<file path="config.mk">
export PLATFORM = sky130hd
export DESIGN_NAME = byte_stuffing_frame_encoder_unit_flat
export DESIGN_NICKNAME = d
export VERILOG_FILES = /design/src/design/bsfe_pkg.sv /design/src/design/bsfe_in_if.sv /design/src/design/bsfe_out_if.sv /design/src/design/bsfe_encode.sv /design/src/design/bsfe_serial.sv /design/src/design/byte_stuffing_frame_encoder_unit.sv /design/src/flat_wrapper.sv
export SDC_FILE = /design/constraint.sdc
export NUM_CORES = 1
export LEC_CHECK = 0
export BUFFER_PORTS_ARGS = -buffer_cell sky130_fd_sc_hd__buf_2
export CAP_MARGIN = 20
export CORE_UTILIZATION = 30
export CTS_BUF_LIST = sky130_fd_sc_hd__clkbuf_2
export CTS_CLUSTER_DIAMETER = 30
export DETAILED_ROUTE_END_ITERATION = 7
export HOLD_SLACK_MARGIN = 0.02
export PLACE_DENSITY = 0.54
export SETUP_SLACK_MARGIN = 0.2
export SYNTH_ARGS = -nofsm -noshare
export SYNTH_HDL_FRONTEND = slang
export SYNTH_SLANG_ARGS = --single-unit
</file>
<file path="constraint.sdc">
create_clock -name i_clk -period 5.01 [get_ports i_clk]
set_input_delay 0.2505 -clock i_clk [delete_from_list [all_inputs] [get_ports i_clk]]
set_output_delay 0.2505 -clock i_clk [all_outputs]
set_load 0.1 [all_outputs]
</file>
<file path="src/design/bsfe_pkg.sv">
// shared types and constants of the byte stuffing frame encoder
// no dependencies
package bsfe_pkg;

    // configuration register indexes
    localparam int CFG_IDX_W = 1;
    localparam logic [CFG_IDX_W-1:0] CFG_SEPARATOR = 1'd0;
    localparam logic [CFG_IDX_W-1:0] CFG_MAX_BYTES = 1'd1;

    // register reset values
    localparam logic [7:0] SEPARATOR_RESET = 8'h1C;
    localparam logic [7:0] MAX_BYTES_RESET = 8'd64;

    // leading bytes of a command that pass unescaped
    localparam logic [7:0] HEADER_BYTES = 8'd3;

    // escape codes
    localparam logic [7:0] ESC_BYTE    = 8'h1B;
    localparam logic [7:0] ESC_OF_ESC  = 8'h1D;
    localparam logic [7:0] SEP_DEFAULT = 8'h1C;
    localparam logic [7:0] ESC_OF_SEP  = 8'h1E;
    localparam logic [7:0] EXT_LEN     = 8'h00;

    // most output words one input word can cause
    localparam int LIST_LEN = 5;
    localparam int CNT_W    = 3;

    typedef struct packed {
        logic [7:0] out_byte;
        logic       out_last;
        logic       overlength;
    } t_entry;

    // encoded words of one input word, oldest in entry 0
    typedef struct packed {
        t_entry [LIST_LEN-1:0] ent;
        logic [CNT_W-1:0]      cnt;
    } t_list;

endpackage

</file>
<file path="src/design/bsfe_in_if.sv">
// input channel of the frame encoder: one command byte per word
// no dependencies
interface bsfe_in_if;
    logic       valid;
    logic       ready;
    logic [7:0] data_byte;
    logic       frame_end;

    modport source (output valid, output data_byte, output frame_end, input ready);
    modport sink (input valid, input data_byte, input frame_end, output ready);
endinterface

</file>
<file path="src/design/bsfe_out_if.sv">
// output channel of the frame encoder: one framed byte per word
// no dependencies
interface bsfe_out_if;
    logic       valid;
    logic       ready;
    logic [7:0] out_byte;
    logic       out_last;
    logic       overlength;

    modport source (output valid, output out_byte, output out_last, output overlength,
                    input ready);
    modport sink (input valid, input out_byte, input out_last, input overlength,
                  output ready);
endinterface

</file>
<file path="src/design/bsfe_encode.sv">
// escape, limit check, trailer build: one input word per ready cycle
// depends on bsfe_pkg and bsfe_in_if
module bsfe_encode (
    input  logic                           i_clk,
    input  logic                           i_rst_n,
    input  logic                           i_cfg_we,
    input  logic [bsfe_pkg::CFG_IDX_W-1:0] i_cfg_idx,
    input  logic [7:0]                     i_cfg_data,
    bsfe_in_if.sink                        i_in,
    input  logic                           i_take,
    output logic                           o_slot_vld,
    output bsfe_pkg::t_list                o_slot
);
    import bsfe_pkg::*;

    logic [7:0]  r_sep, r_max, r_idx, r_sum;
    logic        r_tl, r_slot_vld;
    t_list       r_slot;

    logic [7:0]  n_idx, n_sum;
    logic        n_tl, n_slot_vld;
    t_list       n_list;

    logic        in_fire, in_lim, hdr, esc;
    logic [1:0]  pn;
    logic [7:0]  b, p0, p1, sum_p, chk;
    logic        ovl;
    t_entry      pay0, pay1, tr0, tr1, tr2;

    assign i_in.ready = !r_slot_vld || i_take;
    assign in_fire    = i_in.valid && i_in.ready;
    assign o_slot_vld = r_slot_vld;
    assign o_slot     = r_slot;

    // encode the word against the frame state
    always_comb begin
        b      = i_in.data_byte;
        in_lim = r_idx < r_max;
        hdr    = r_idx < HEADER_BYTES;
        esc    = in_lim && !hdr && (b == ESC_BYTE || b == SEP_DEFAULT);
        pn     = 2'(in_lim) + 2'(esc);
        p0     = esc ? ESC_BYTE : b;
        p1     = (b == ESC_BYTE) ? ESC_OF_ESC : ESC_OF_SEP;
        sum_p  = r_sum + (in_lim ? p0 : 8'd0) + (esc ? p1 : 8'd0);
        ovl    = r_tl || !in_lim;
        chk    = sum_p + r_sep + EXT_LEN + 8'd1;

        pay0 = '{out_byte: p0, out_last: 1'b0, overlength: 1'b0};
        pay1 = '{out_byte: p1, out_last: 1'b0, overlength: 1'b0};
        tr0  = '{out_byte: r_sep, out_last: 1'b0, overlength: ovl};
        tr1  = '{out_byte: EXT_LEN, out_last: 1'b0, overlength: ovl};
        tr2  = '{out_byte: chk, out_last: 1'b1, overlength: ovl};

        // payload words first, trailer right behind them
        n_list.ent = '0;
        case (pn)
            2'd1: begin
                n_list.ent[0] = pay0;
                n_list.ent[1] = tr0;
                n_list.ent[2] = tr1;
                n_list.ent[3] = tr2;
            end
            2'd2: begin
                n_list.ent[0] = pay0;
                n_list.ent[1] = pay1;
                n_list.ent[2] = tr0;
                n_list.ent[3] = tr1;
                n_list.ent[4] = tr2;
            end
            default: begin
                n_list.ent[0] = tr0;
                n_list.ent[1] = tr1;
                n_list.ent[2] = tr2;
            end
        endcase
        n_list.cnt = {1'b0, pn} + (i_in.frame_end ? CNT_W'(3) : CNT_W'(0));

        // frame state advance
        n_idx = r_idx;
        n_sum = r_sum;
        n_tl  = r_tl;
        if (in_fire) begin
            if (i_in.frame_end) begin
                n_idx = '0;
                n_sum = '0;
                n_tl  = 1'b0;
            end else begin
                n_idx = r_idx + 8'(in_lim);
                n_sum = sum_p;
                n_tl  = ovl;
            end
        end

        // hand-off slot toward the serializer
        n_slot_vld = r_slot_vld && !i_take;
        if (in_fire && n_list.cnt != '0) begin
            n_slot_vld = 1'b1;
        end
    end

    // control and configuration registers
    always_ff @(posedge i_clk) begin
        if (!i_rst_n) begin
            r_sep      <= SEPARATOR_RESET;
            r_max      <= MAX_BYTES_RESET;
            r_idx      <= '0;
            r_sum      <= '0;
            r_tl       <= 1'b0;
            r_slot_vld <= 1'b0;
        end else begin
            r_idx      <= n_idx;
            r_sum      <= n_sum;
            r_tl       <= n_tl;
            r_slot_vld <= n_slot_vld;
            if (i_cfg_we) begin
                unique case (i_cfg_idx)
                    CFG_SEPARATOR: r_sep <= i_cfg_data;
                    CFG_MAX_BYTES: r_max <= i_cfg_data;
                endcase
            end
        end
    end

    // slot payload
    always_ff @(posedge i_clk) begin
        if (in_fire && n_list.cnt != '0) begin
            r_slot <= n_list;
        end
    end
endmodule

</file>
<file path="src/design/bsfe_serial.sv">
// output buffer: an encoded list goes one word per ready cycle
// depends on bsfe_pkg and bsfe_out_if
module bsfe_serial (
    input  logic            i_clk,
    input  logic            i_rst_n,
    input  logic            i_slot_vld,
    input  bsfe_pkg::t_list i_slot,
    output logic            o_take,
    bsfe_out_if.source      o_out
);
    import bsfe_pkg::*;

    t_entry [LIST_LEN-1:0] r_buf, n_buf;
    logic [CNT_W-1:0]      r_cnt, n_cnt;
    logic                  out_fire;

    assign o_out.valid      = r_cnt != '0;
    assign o_out.out_byte   = r_buf[0].out_byte;
    assign o_out.out_last   = r_buf[0].out_last;
    assign o_out.overlength = r_buf[0].overlength;
    assign out_fire         = o_out.valid && o_out.ready;
    assign o_take = i_slot_vld && (r_cnt == '0 || (r_cnt == CNT_W'(1) && out_fire));

    // load a new list or shift out the word just sent
    always_comb begin
        n_buf = r_buf;
        n_cnt = r_cnt;
        if (o_take) begin
            n_buf = i_slot.ent;
            n_cnt = i_slot.cnt;
        end else if (out_fire) begin
            for (int k = 0; k < LIST_LEN - 1; k++) begin
                n_buf[k] = r_buf[k+1];
            end
            n_cnt = r_cnt - CNT_W'(1);
        end
    end

    // word count
    always_ff @(posedge i_clk) begin
        if (!i_rst_n) begin
            r_cnt <= '0;
        end else begin
            r_cnt <= n_cnt;
        end
    end

    // buffered words
    always_ff @(posedge i_clk) begin
        r_buf <= n_buf;
    end
endmodule

</file>
<file path="src/design/byte_stuffing_frame_encoder_unit.sv">
// channel | dir | words
// i_in    | in  | data_byte[7:0], frame_end
// o_out   | out | out_byte[7:0], out_last, overlength
// cfg     | in  | i_cfg_we, i_cfg_idx, i_cfg_data[7:0]
//
// one input word is accepted per cycle while the slot is free or taken;
// it leaves 0 to 5 output words, two payload words for an escaped byte,
// and the output side sends one word per cycle while o_out.ready is high
// first output word of an input word is registered in the hand-off slot and
// then in the output buffer before it is valid
// a one-list slot sits between encoder and output buffer, so while the output
// stalls input is taken until a list fills it, then waits until a list moves on
// i_rst_n is synchronous, active low; it clears frame state and restores registers
//
// top level: encoder plus output serializer
// depends on bsfe_pkg, bsfe_in_if, bsfe_out_if, bsfe_encode, bsfe_serial
module byte_stuffing_frame_encoder_unit (
    input  logic                           i_clk,
    input  logic                           i_rst_n,
    input  logic                           i_cfg_we,
    input  logic [bsfe_pkg::CFG_IDX_W-1:0] i_cfg_idx,
    input  logic [7:0]                     i_cfg_data,
    bsfe_in_if.sink                        i_in,
    bsfe_out_if.source                     o_out
);
    import bsfe_pkg::*;

    logic  slot_vld;
    logic  take;
    t_list slot;

    // escape and trailer build
    bsfe_encode u_encode (
        .i_clk      (i_clk),
        .i_rst_n    (i_rst_n),
        .i_cfg_we   (i_cfg_we),
        .i_cfg_idx  (i_cfg_idx),
        .i_cfg_data (i_cfg_data),
        .i_in       (i_in),
        .i_take     (take),
        .o_slot_vld (slot_vld),
        .o_slot     (slot)
    );

    // one word per cycle out while o_out.ready is high
    bsfe_serial u_serial (
        .i_clk      (i_clk),
        .i_rst_n    (i_rst_n),
        .i_slot_vld (slot_vld),
        .i_slot     (slot),
        .o_take     (take),
        .o_out      (o_out)
    );
endmodule

</file>
<file path="src/flat_wrapper.sv">
// flat-port wrapper written by rule: the top's interface ports become plain ports
module byte_stuffing_frame_encoder_unit_flat import bsfe_pkg::*;
  (i_clk, i_rst_n, i_cfg_we, i_cfg_idx, i_cfg_data, i_in_valid, i_in_data_byte, i_in_frame_end, i_in_ready, o_out_valid, o_out_out_byte, o_out_out_last, o_out_overlength, o_out_ready);
  bsfe_in_if i_in_i ();
  bsfe_out_if o_out_i ();
  input  logic i_clk;
  input  logic i_rst_n;
  input  logic i_cfg_we;
  input  logic [bsfe_pkg::CFG_IDX_W-1:0] i_cfg_idx;
  input  logic [7:0] i_cfg_data;
  input wire logic [$bits(i_in_i.valid)-1:0] i_in_valid;
  input wire logic [$bits(i_in_i.data_byte)-1:0] i_in_data_byte;
  input wire logic [$bits(i_in_i.frame_end)-1:0] i_in_frame_end;
  output wire logic [$bits(i_in_i.ready)-1:0] i_in_ready;
  output wire logic [$bits(o_out_i.valid)-1:0] o_out_valid;
  output wire logic [$bits(o_out_i.out_byte)-1:0] o_out_out_byte;
  output wire logic [$bits(o_out_i.out_last)-1:0] o_out_out_last;
  output wire logic [$bits(o_out_i.overlength)-1:0] o_out_overlength;
  input wire logic [$bits(o_out_i.ready)-1:0] o_out_ready;
  assign i_in_i.valid = i_in_valid;
  assign i_in_i.data_byte = i_in_data_byte;
  assign i_in_i.frame_end = i_in_frame_end;
  assign i_in_ready = i_in_i.ready;
  assign o_out_valid = o_out_i.valid;
  assign o_out_out_byte = o_out_i.out_byte;
  assign o_out_out_last = o_out_i.out_last;
  assign o_out_overlength = o_out_i.overlength;
  assign o_out_i.ready = o_out_ready;
  byte_stuffing_frame_encoder_unit u_core (.i_clk(i_clk), .i_rst_n(i_rst_n), .i_cfg_we(i_cfg_we), .i_cfg_idx(i_cfg_idx), .i_cfg_data(i_cfg_data), .i_in(i_in_i), .o_out(o_out_i));
endmodule
</file>
==> Word-level counts from Yosys, hierarchy flattened <==
Index checks and enable logic that the tools add are counted.
{ "word_totals": {"input_bits": 23, "regBits": 140, "output_inout_bits": 12, "wordCells": 92} }
{ "op_classes": {"n_lt_le_gt_ge": 2, "n_mux": 16, "eq_ne": 5, "n_addsub": 8, "n_reduce_logical": 22, "bitwise": 1} }
{ "op_table": {"columns": ["op", "count"], "rows": [
  ["40-bit two-way mux", 2],
  ["30-bit case mux with 2 select lines", 1],
  ["8-bit two-way mux", 4],
  ["10-bit case mux with 2 select lines", 1],
  ["8-bit adder", 2],
  ["8-bit by 5-bit == test with 1-bit output (second input constant)", 2],
  ["8-bit by 1-bit adder with 8-bit output", 1],
  ["8-bit by 1-bit adder with 8-bit output (second input constant)", 1],
  ["8-bit by 5-bit adder with 8-bit output", 1],
  ["1-bit logical AND", 8],
  ["8-bit by 2-bit less-than comparator with 1-bit output (second input constant)", 1],
  ["8-bit less-than comparator", 1],
  ["2-bit two-way mux", 3],
  ["3-bit two-way mux", 2],
  ["3-bit nonzero test", 2],
  ["5-bit two-way mux", 1],
  ["1-bit logical NOT", 4],
  ["1-bit logical OR", 4],
  ["2-bit AND reduction", 2],
  ["2-bit by 2-bit adder with 3-bit output", 1],
  ["3-bit by 1-bit == test with 1-bit output (second input constant)", 1],
  ["3-bit logical NOT", 1],
  ["3-bit by 1-bit subtractor with 3-bit output (second input constant)", 1],
  ["1-bit by 1-bit adder with 2-bit output", 1],
  ["other kinds (5)", 6]
]} }

==> Logic depth before layout (Yosys ltp) <==
Gate-level depths: netlist of run 1.
{ "logic_depth": {"word_depth": 11, "mapped_depth": 25, "mapped_depth_nobuf": 25} }

==> By module <==
A second synthesis of run 1 with hierarchy kept.
{ "hier_totals": {"cells_unflattened": 561, "area_unflattened_um2": 6861.6} }
{ "by_module_without_submodules": {"columns": ["mod", "area_per_inst_um2", "cells_each", "n_inst", "seq_area_each_um2"], "rows": [
  ["bsfe_encode", 4403.0, 428, 1, 2212.1],
  ["bsfe_serial", 2458.6, 133, 1, 1561.5]
]} }

==> Worst setup path before layout of run 1 <==
No wires, ideal clock.
{ "synth_timing": {"kind": "reg2reg", "from": "register u_core.u_serial.r_cnt[0]", "to": "register u_core.u_encode.r_slot (netlist bit u_core.u_encode.o_slot[0]) (enable)", "t_arrival_ns": 6.126, "required_time_ns": 4.533, "path_buffers": 1, "setup_time_ns": 0.477, "stages_incl_launch_ff": 8, "slack_ns": -1.593, "period_less_slack_ns": 6.603, "path_cell_list": "dfxtp_1 -> inv_1 -> ha_1 -> a21oi_1 -> o21ai_0 -> nand2_1 -> buf_2 -> a21oi_1"} }
{ "synth_between": {"elab_chain_len": 8, "elab_cells_between_ends": 10, "classes_between": "eq/ne: 1; reduce/logical: 9"} }
{ "synth_lines": {"columns": ["item", "line", "rtl"], "rows": [
  ["from (decl)", "bsfe_serial.sv:14", "logic [CNT_W-1:0] r_cnt, n_cnt;"],
  ["from (signal assigned)", "bsfe_serial.sv:44", "r_cnt <= n_cnt;"],
  ["3-bit nonzero test", "bsfe_serial.sv:17", "assign o_out.valid = r_cnt != '0;"],
  ["1-bit logical AND", "bsfe_serial.sv:21", "assign out_fire = o_out.valid && o_out.ready;"],
  ["1-bit logical AND", "bsfe_serial.sv:22", "assign o_take = i_slot_vld && (r_cnt == '0 || (r_cnt == CNT_W'(1) && out_fire));"],
  ["1-bit logical OR *", "bsfe_serial.sv:22", null],
  ["1-bit logical AND *", "bsfe_serial.sv:22", null],
  ["1-bit logical OR *", "bsfe_encode.sv:30", "assign i_in.ready = !r_slot_vld || i_take;"],
  ["net i_in_ready", "flat_wrapper.sv:14", "output wire logic [$bits(i_in_i.ready)-1:0] i_in_ready;"],
  ["1-bit logical AND *", "bsfe_encode.sv:31", "assign in_fire = i_in.valid && i_in.ready;"],
  ["1-bit logical AND *", "bsfe_encode.sv:126", "if (in_fire && n_list.cnt != '0) begin"],
  ["to (signal assigned)", "bsfe_encode.sv:127", "r_slot <= n_list;"],
  ["to (decl)", "bsfe_encode.sv:18", "t_list r_slot;"]
]} }
Mark *: on every way through the listed nets, which the timed path passes. The rest lies on a longest branch.
A chain may end at the register's enable or synchronous reset.

==> results.toml, run 1 <==
[clocking]
cts_tree = "yes"
htreeDepth = 4
cts.sinks = 138
clk_latency_ns = 0.69
clockRootBuffer = "clkbuf_2"
clockBufferDepth = 2
clk_pin_slew_ns = 0.21
cts_buffers = 17

[routing]
wl_mm = 14.5
via_per_inst = 4.56
ant_nets = 0
drt_pass1_iterations = 4
drc = 0
wire_per_inst_um = 14.6
first_iter_violations = 303
vias = 4541

[sta]
hold_ws_ns = 0.159
relSlewSlack = 0.304
post-route-period-util = 0.918
finalSetupViolCount = 0
worst_pin_slew_ns = 1.04
fmax_ghz = 0.217
period_minus_slack_ns = 4.60
drv_slew = 0
hold_violations = 0
skew_ns = 0.0266
rsz0062_at_grt = "false"
fin_tns_setup_ns = 0

[floorplanning]
ios = 35
initial_core_util = 0.310
fp.dieW_um = 150
fp.dieH_um = 150
core-area_um2 = 21300
die_area_um2 = 22600
row_count = 53

[flow_run]
drv_cap = 0

[power_and_ir_drop]
power_frac_seq = 0.459
p_per_area_nw_per_um2 = 482
p_switching_mw = 1.45
power_frac_comb = 0.348
clkPwrFrac = 0.192
max-vdd-ir-drop_v = 0.000218
p_int_mw = 2.33
switching_share = 0.384
power.leakage_nw = 3.21

[yosys]
ys_ff_latch = 138
synth-main-ff-cell = "edfxtp_1"
synth_enable_flop_cells = 101
synth.avg_cell_area_um2 = 10.5
synth_top_area_frac = 0.459
async_flop_share = 0
synthesis.nets = 690
synth_area_leader_cell = "edfxtp_1"
ys_seq_area_frac = 0.571
ys.warnings.count = 0
synth_cell_types = 51
syn_area_um2 = 6610
synthCells = 631
ys_top_cells_by_area = "edfxtp_1 (46%), dfxtp_1 (11%), nand2_1 (9.2%), ha_1 (5.5%), nor2_1 (2.5%)"

[setup_path]
r2r_start = "u_core.u_encode.r_idx[3]$_SDFFE_PN0P_"
critPathLaunch = "u_core.u_encode.r_idx[3]$_SDFFE_PN0P_"
crit_path_end_kind = "flop"
worst_setup_path_start_kind = "flop"
max_stage_delay_ns = 0.58
cp.arrival_ns = 5.05
critical_path.top_delay_family = "adder cells"
worst-setup-path-type = "reg2reg"
timing.critical_path.buf_inv = 3
cp_max_fo = 6
cp.required_ns = 5.46
cp_slowest_cell = "or4_1"
crit_chain = "or4_1, a2111oi_4, nor3_2, nand2_1, inv_1, buf_4, fa_1, ha_1, a21oi_4, xnor2_2, ha_1, nor2b_2, a311oi_2, a21oi_2, buf_4, xnor2_2, nand2_1, mux2i_1"

[cells_and_area]
fin_cells = 995
drive_gt1_frac = 0.153
areaGrowthSynthToFinish_pct = 18.8
final_area_um2 = 7850
final_common_cell = "nand2_1"
fin_nets = 767
final_cell_mix = "nand2_1 (162), edfxtp_1 (101), nor2_1 (44)"

[placed_design]
place_hpwl_mm = 9.40
globalplace.congestion = 0.817
dp.cells = 917
placed_area_um2 = 7050
io_buffers = 34

[global_routing]
grt_usage = 0.138
antenna_found_initial = 1
overflow = 0
grt_pass1_vias = 4403
grt_pass1_wl_mm = 23.4
grt_max_degree = 50

[hold_path]
min_from = "o_out_ready"
min_path_type = "in2reg"

[status]
status = "finished clean"
what timing repair did:
action,in CTS,in global routing
buffers inserted,1,6
hold buffers,40,0
endpoints found under the hold margin,33,0
resized for setup,1,18
pin swaps,1,10
endpoints found under the setup margin,2,9
through the flow:
stage	worst slack, ns	util	power [mW]
finish	0.409	0.369	3.78
detailed placement	0.141	0.331	3.04
global placement	0.245	0.331	3.03
global route	0.142	0.369	4.02
CTS	0.231	0.363	3.79
floorplan	0.259	-	2.81
Yosys cell counts (2+ instances only):
cell	count
a21boi_0	15
a21o_1	3
a21oi_1	23
a21oi_2	2
a22oi_1	2
a32o_1	2
and2_1	10
and3_1	6
buf_1	3
buf_2	6
buf_4	8
clkbuf_1	18
dfxtp_1	37
edfxtp_1	101
fa_1	7
ha_1	29
inv_1	27
nand2_1	162
nand2b_1	6
nand3_1	32
nand3b_1	2
nand4_1	2
nor2_1	44
nor2b_1	9
nor3_1	3
o211a_1	2
o211ai_1	2
o21a_1	4
o21ai_0	19
o21bai_1	3
xnor2_1	11
xor2_1	12
final timing paths:
kind	depth (start not counted)	endpoint	slack, ns
worst max register to register	18	u_core.u_encode.o_slot[32]$_DFFE_PP_	0.41
worst min-delay path	4	u_core.u_serial.r_cnt[1]$_SDFFE_PN0P_	0.16
worst max-delay path	18	u_core.u_encode.o_slot[32]$_DFFE_PP_	0.41
worst min register to register	0	u_core.u_serial.r_buf[47]$_DFFE_PP_	0.42
worst register-to-register path, stage by stage (launching register included):
cell       delay, ns
dfxtp_2         0.40
or4_1           0.58
a2111oi_4       0.27
nor3_2          0.12
nand2_1         0.13
inv_1           0.06
buf_4           0.15
fa_1            0.45
ha_1            0.40
a21oi_4         0.21
xnor2_2         0.09
ha_1            0.36
nor2b_2         0.18
a311oi_2        0.33
a21oi_2         0.12
buf_4           0.15
xnor2_2         0.15
nand2_1         0.08
mux2i_1         0.13
routing by layer:
metal / global-route usage / vias to the layer above / part of all wire
met3: 0.0364 / 17 / 0.035
li1: - / 2289 / -
met5: 0 / - / 0
met4: 0.0566 / 0 / 0.021
met1: 0.188 / 2159 / 0.50
met2: 0.206 / 76 / 0.45
cells by family after synthesis:
family | share of synthesized area
buffers and inverters | 0.0421
adder cells (fa/ha/maj) | 0.0762
XOR/XNOR | 0.0366
multiplexers | 0.00152
flip-flops | 0.571
AND/OR/NAND/NOR | 0.188
AO/OA/AOI/OAI | 0.0847
state kept, by name, summed over array words and instances (netlist names):
register and flops:
u_core.u_serial.r_cnt 3, u_core.u_encode.r_idx 8, u_core.u_encode.o_slot_vld 1, u_core.u_encode.r_sep 8, u_core.u_serial.o_out.overlength 1, u_core.u_serial.r_buf 40
u_core.u_serial.o_out.out_last 1, u_core.u_encode.r_tl 1, u_core.u_encode.o_slot 51, u_core.u_serial.o_out.out_byte 8, u_core.u_encode.r_max 8, u_core.u_encode.r_sum 8
cell type report:
cell class / count / area (um^2)
tap: 275 / 344
timing repair buffer: 93 / 717
fill: 2115 / 13400
sequential: 138 / 3780
clock buffer: 17 / 85.1
clock inverter: 13 / 175
antenna: 1 / 2.50
inverter: 29 / 109
multi-input combinational: 429 / 2640
power by group through the flow:
stage / logic [mW] / clock network (mW) / registers (mW)
after floorplan: 0.998 / 0 / 1.82
after global placement: 1.26 / 0 / 1.77
after detailed placement: 1.27 / 0 / 1.77
after CTS: 1.30 / 0.750 / 1.74
after global routing: 1.45 / 0.800 / 1.77
final: 1.32 / 0.727 / 1.74
No activity file was read; power rests on OpenSTA's default activity.
==> inputs of run 2 (changes only) <==
Settings changed: GPL_TIMING_DRIVEN from default to 0, PLACE_DENSITY 0.54 to 0.53.
==> run 2 against run 1 <==
Critical path depth increased by 1. Count of clock-buffer cells in the layout stayed put. Register-to-register slack worse by 0.10 ns. Critical endpoint is now u_core.u_encode.o_slot[42]$_DFFE_PP_. Routed wire length is 1.7% higher. Final cell count is 2.4% higher. Clock power shrank 8.5%. Non-clock buffer count grew 22. Setup slack got worse by 0.10 ns. Global-route usage barely moved.
==> results.toml, run 2 (synthesized netlist as in run 1, its figures left out) <==
[floorplanning]
fp.dieH_um = 150
fp.dieW_um = 150
row_count = 53
initial_core_util = 0.310
core-area_um2 = 21300
ios = 35
die_area_um2 = 22600

[clocking]
htreeDepth = 4
clk_latency_ns = 0.69
cts_buffers = 17
clockRootBuffer = "clkbuf_2"
clockBufferDepth = 2
cts.sinks = 138
cts_tree = "yes"
clk_pin_slew_ns = 0.23

[setup_path]
reg2regPathDepth = 19
ff2ff_setup_slack_ns = 0.31
cp_slowest_cell = "fa_1"
crit_chain = "or4_4, a2111oi_4, buf_4, nor3_4, nand3b_1, fa_1, inv_2, ha_1, a21o_1, a21oi_2, buf_4, xnor2_4, ha_4, nor2b_2, a311oi_2, a21oi_2, xnor3_2, xnor2_1, nor2_1"
timing.critical_path.buf_inv = 3
cp.arrival_ns = 5.18
worst-setup-path-type = "reg2reg"
cp.required_ns = 5.49
crit_path_end_kind = "flop"
cp_max_fo = 6
r2r_start = "u_core.u_encode.r_idx[4]$_SDFFE_PN0P_"
max_stage_delay_ns = 0.55
worst_setup_path_start_kind = "flop"
r2r_end = "u_core.u_encode.o_slot[42]$_DFFE_PP_"
critical_path.top_delay_family = "adder cells"

[power_and_ir_drop]
power.leakage_nw = 3.26
max-vdd-ir-drop_v = 0.000177
p_per_area_nw_per_um2 = 478
power_frac_seq = 0.452
clkPwrFrac = 0.173
switching_share = 0.403
power_frac_comb = 0.375
finalPower_mw = 3.84
p_switching_mw = 1.55
p_int_mw = 2.29

[hold_path]
holdPathStages = 3
min_from = "i_in_data_byte[1]"
min_path_type = "in2reg"
worstHoldEndpoint = "u_core.u_encode.o_slot[6]$_DFFE_PP_"

[placed_design]
globalplace.congestion = 0.841
placed_area_um2 = 7210
place_hpwl_mm = 10.7
io_buffers = 34

[cells_and_area]
utilization = 0.377
largest_reg_flops = 51
areaGrowthSynthToFinish_pct = 21.7
final_cell_mix = "nand2_1 (161), edfxtp_1 (101), nor2_1 (44)"
fill_cells = 2125
final_area_um2 = 8040
final_common_cell = "nand2_1"
fin_nets = 789
regArea_um2 = 3790
drive_gt1_frac = 0.191
multi_input_area_um2 = 2730

[sta]
drv_slew = 0
finalSetupViolCount = 0
worst_pin_slew_ns = 0.893
period_minus_slack_ns = 4.70
rsz0062_at_grt = "true"
hold_ws_ns = 0.0943
skew_ns = 0.0300
hold_violations = 0
fmax_ghz = 0.213
relSlewSlack = 0.405
post-route-period-util = 0.939

[routing]
vias = 4599
drt_pass1_iterations = 5
first_iter_violations = 233
via_per_inst = 4.51
wl_mm = 14.7
wire_per_inst_um = 14.5
drc = 0
ant_nets = 0

[status]
status = "finished clean"

[flow_run]
drv_cap = 0

[global_routing]
grt_pass1_vias = 4455
grt_usage = 0.138
grt_max_degree = 24
grt_pass1_wl_mm = 23.1
antenna_found_initial = 1
overflow = 0
-- run 2: cell types whose count changed in the layout (fill, tap and decap cells not counted), moves of 3 or more --
cell,previous run,this run
clkbuf_1,0,17
ha_1,28,24
buf_1,0,3
ha_4,0,4
bufinv_16,4,1
buf_2,34,38
dlygate4sd3_1,40,27
inv_6,2,7
dfxtp_1,33,30
buf_4,18,24
dfxtp_4,0,3
-- run 2: through the flow --
| stage | instances | TNS [ns] | worst slack (ns) |
|---|---|---|---|
| floorplan | 631 | 0 | 0.259 |
| global placement | 940 | -1.14 | -0.438 |
| detailed placement | 943 | -1.52 | -0.497 |
| CTS | 1006 | 0 | 0.237 |
| global route | 1019 | 0 | 0.141 |
| finish | 1019 | 0 | 0.307 |
-- run 2: final cells by class --
type | count | share of cell area
multi-input cells | 429 | 0.340
clock inverters | 15 | 0.0193
clock buffers | 17 | 0.0106
inverters | 29 | 0.0139
flip-flops and latches | 138 | 0.472
diodes | 1 | 0.000311
well taps | 275 | 0.0428
plain buffers | 35 | 0.0227
repair buffers | 80 | 0.0791
-- run 2: worst min-delay path, cell delays in order --
cell and delay (ns):
buf_2 0.13, o211ai_1 0.10, o21ai_0 0.16
-- run 2: metal layers --
layer / routed length (um) / GRT usage / share of wire
met3: 462 / 0.0309 / 0.031
met2: 6900 / 0.224 / 0.47
met1: 7040 / 0.178 / 0.48
met5: 0 / 0 / 0
met4: 326 / 0.0520 / 0.022
-- run 2: worst max path at each step --
stage	endpoint	cells after the start	slack, ns	from
after global routing	u_core.u_encode.o_slot[32]$_DFFE_PP_	20	0.14	u_core.u_encode.r_idx[4]$_SDFFE_PN0P_
after detailed placement	u_core.u_encode.o_slot[52]$_SDFFCE_PN0P_	22	-0.50	u_core.u_encode.r_idx[1]$_SDFFE_PN0P_
final	u_core.u_encode.o_slot[42]$_DFFE_PP_	19	0.31	u_core.u_encode.r_idx[4]$_SDFFE_PN0P_
after global placement	u_core.u_encode.o_slot[52]$_SDFFCE_PN0P_	22	-0.44	u_core.u_encode.r_max[6]$_SDFFE_PN1P_
after floorplan	u_core.u_encode.o_slot[52]$_SDFFCE_PN0P_	22	0.26	u_core.u_encode.r_max[6]$_SDFFE_PN1P_
after CTS	u_core.u_encode.o_slot[52]$_SDFFCE_PN0P_	24	0.24	u_core.u_encode.r_max[1]$_SDFFE_PN0P_
-- run 2: power by group through the flow --
stage          logic, mW  registers [mW]  clock network, mW
5_1_grt             1.58            1.76              0.729
4_1_cts             1.41            1.74              0.689
3_3_place_gp        1.32            1.78                  0
2_1_floorplan      0.998            1.82                  0
3_5_place_dp        1.38            1.77                  0
6_report            1.44            1.73              0.665
-- run 2: repair_timing --
action / in CTS / in global routing
hold buffers: 27 / 0
setup buffers: 4 / 12
pin swaps: 4 / 19
endpoints found under the setup margin: 9 / 9
gates cloned: 0 / 0
resized for setup: 13 / 31
endpoints found under the hold margin: 37 / 0
==> inputs of run 3 (changes only) <==
==> constraint.sdc (replaced) <==
create_clock -name i_clk -period 5.01 [get_ports i_clk]
set_input_delay 0.501 -clock i_clk [delete_from_list [all_inputs] [get_ports i_clk]]
set_output_delay 0.501 -clock i_clk [all_outputs]
set_load 0.1 [all_outputs]
==> run 3 against run 2 <==
Critical path depth is the same. First-iteration DRC count down 12%. Cell area decreased by 2.4%. Combinational power about the same. Non-clock buffer count fell by 19. Final cell count down 1.9%. Largest power group unchanged. Routed wire length down 0.22%. Fmax about the same.
==> results.toml, run 3 (synthesized netlist as in run 1, its figures left out) <==
[routing]
first_iter_violations = 206
via_per_inst = 4.54
wl_mm = 14.7
wl_met3_um = 461
ant_nets = 0
wl_met1_mm = 7.05
drt_pass1_iterations = 7
top_layer_used = "met4"
wire_per_inst_um = 14.7
wl_met2_mm = 6.92
drc = 0
vias = 4535

[clocking]
cts.sinks = 138
htreeDepth = 4
clockBufferDepth = 2
cts_tree = "yes"
clk_latency_ns = 0.70
cts_buffers = 17
clk_pin_slew_ns = 0.24
clockRootBuffer = "clkbuf_2"

[hold_path]
worstHoldEndpoint = "u_core.u_encode.o_slot_vld$_SDFF_PN0_"
min_path_type = "in2reg"
holdPathStages = 3
min_from = "i_in_valid"

[floorplanning]
row_count = 53
fp.dieW_um = 150
ios = 35
fp.dieH_um = 150
initial_core_util = 0.310
die_area_um2 = 22600
core-area_um2 = 21300

[setup_path]
cp_max_fo = 6
reg2regPathDepth = 19
ff2ff_setup_slack_ns = 0.31
r2r_start = "u_core.u_encode.r_idx[4]$_SDFFE_PN0P_"
cp.required_ns = 5.49
cp.arrival_ns = 5.19
worst_setup_path_start_kind = "flop"
crit_path_end_kind = "flop"
r2r_end = "u_core.u_encode.o_slot[42]$_DFFE_PP_"
worst-setup-path-type = "reg2reg"

[power_and_ir_drop]
finalPower_mw = 3.83
switching_share = 0.404
clkPwrFrac = 0.174
p_switching_mw = 1.55
p_int_mw = 2.28
power_frac_comb = 0.373
max-vdd-ir-drop_v = 0.000177
power_frac_seq = 0.453
p_per_area_nw_per_um2 = 488
power.leakage_nw = 3.19

[placed_design]
dp.cells = 943
place_hpwl_mm = 10.7
globalplace.congestion = 0.841
place_ws_ns = -0.529
io_buffers = 34
placed_area_um2 = 7210

[sta]
layout_setup_ws_ns = 0.306
drv_slew = 0
fmax_ghz = 0.213
skew_ns = 0.0355
finalSetupViolCount = 0
worst_pin_slew_ns = 0.884
post-route-period-util = 0.939
hold_ws_ns = 0.132
period_minus_slack_ns = 4.70
hold_violations = 0
relSlewSlack = 0.411
rsz0062_at_grt = "true"

[cells_and_area]
fin_cells = 1000
final_cell_mix = "nand2_1 (161), edfxtp_1 (101), nor2_1 (44)"
areaGrowthSynthToFinish_pct = 18.7
final_common_cell = "nand2_1"
fill_cells = 2137
largest_reg_flops = 51
drive_gt1_frac = 0.196
fin_nets = 770
final_area_um2 = 7840

[global_routing]
overflow = 0
grt_usage = 0.137
grt_pass1_vias = 4379
grt_pass1_wl_mm = 22.9
antenna_found_initial = 1
grt_max_degree = 24

[flow_run]
drv_cap = 0

[status]
status = "finished clean"
-- run 3: cell count changes in the layout (fill, tap and decap cells not counted), sizes merged --
cell         previous run  this run
dlygate4sd3            27         8
-- run 3: metrics by stage --
| stage | util | TNS, ns |
|---|---|---|
| 6_report | 0.368 | 0 |
| 3_5_place_dp | 0.339 | -1.79 |
| 4_1_cts | 0.357 | 0 |
| 3_3_place_gp | 0.335 | -1.40 |
| 5_1_grt | 0.368 | 0 |
| 2_1_floorplan | - | 0 |
-- run 3: layout make-up --
type / instances / area [um^2] / share of cell area
multi-input cells: 429 / 2730 / 0.348
plain buffers: 35 / 183 / 0.0233
repair buffers: 61 / 445 / 0.0568
well taps: 275 / 344 / 0.0439
inverters: 29 / 111 / 0.0142
clock inverters: 15 / 155 / 0.0198
flip-flops and latches: 138 / 3790 / 0.483
clock buffers: 17 / 85.1 / 0.0108
diodes: 1 / 2.50 / 0.000319
-- run 3: power groups by stage --
stage          logic (mW)  clock network (mW)  registers, mW
2_1_floorplan       0.998                   0           1.82
3_3_place_gp         1.32                   0           1.78
3_5_place_dp         1.38                   0           1.77
4_1_cts              1.40               0.689           1.74
5_1_grt              1.57               0.729           1.76
6_report             1.43               0.666           1.74
-- run 3: per-layer routing --
layer  global-route usage  vias up
met3               0.0294       14
met2                0.221       69
met1                0.178     2149
li1                     -     2303
met5                    0        -
met4               0.0520        0
-- run 3: how the worst max path moves through the flow --
stage / end / slack (ns) / cells after the start / startpoint
2_1_floorplan: u_core.u_encode.o_slot[52]$_SDFFCE_PN0P_ / 0.26 / 22 / u_core.u_encode.r_max[6]$_SDFFE_PN1P_
3_3_place_gp: u_core.u_encode.o_slot[52]$_SDFFCE_PN0P_ / -0.48 / 20 / i_in_data_byte[7]
3_5_place_dp: u_core.u_encode.o_slot[52]$_SDFFCE_PN0P_ / -0.53 / 20 / i_in_data_byte[7]
4_1_cts: u_core.u_encode.o_slot[52]$_SDFFCE_PN0P_ / 0.24 / 24 / u_core.u_encode.r_max[1]$_SDFFE_PN0P_
5_1_grt: u_core.u_encode.o_slot[32]$_DFFE_PP_ / 0.14 / 20 / u_core.u_encode.r_idx[4]$_SDFFE_PN0P_
6_report: u_core.u_encode.o_slot[42]$_DFFE_PP_ / 0.31 / 19 / u_core.u_encode.r_idx[4]$_SDFFE_PN0P_
-- run 3: timing repair --
| item | in CTS | in global routing |
|---|---|---|
| endpoints found under the hold margin | 14 | 0 |
| pin swaps | 4 | 19 |
| setup endpoints to repair | 9 | 9 |
| hold buffers | 8 | 0 |
| gates resized for setup | 13 | 30 |
| buffers inserted | 4 | 12 |
-- run 3: critical path, cell delays in order (launching register included) --
cell	delay, ns
dfxtp_4	0.40
or4_4	0.54
a2111oi_4	0.28
buf_4	0.20
nor3_4	0.06
nand3b_1	0.20
fa_1	0.55
inv_2	0.06
ha_1	0.28
a21o_1	0.16
a21oi_2	0.14
buf_4	0.16
xnor2_4	0.14
ha_4	0.25
nor2b_2	0.15
a311oi_2	0.31
a21oi_2	0.13
xnor3_2	0.27
xnor2_1	0.15
nor2_1	0.07
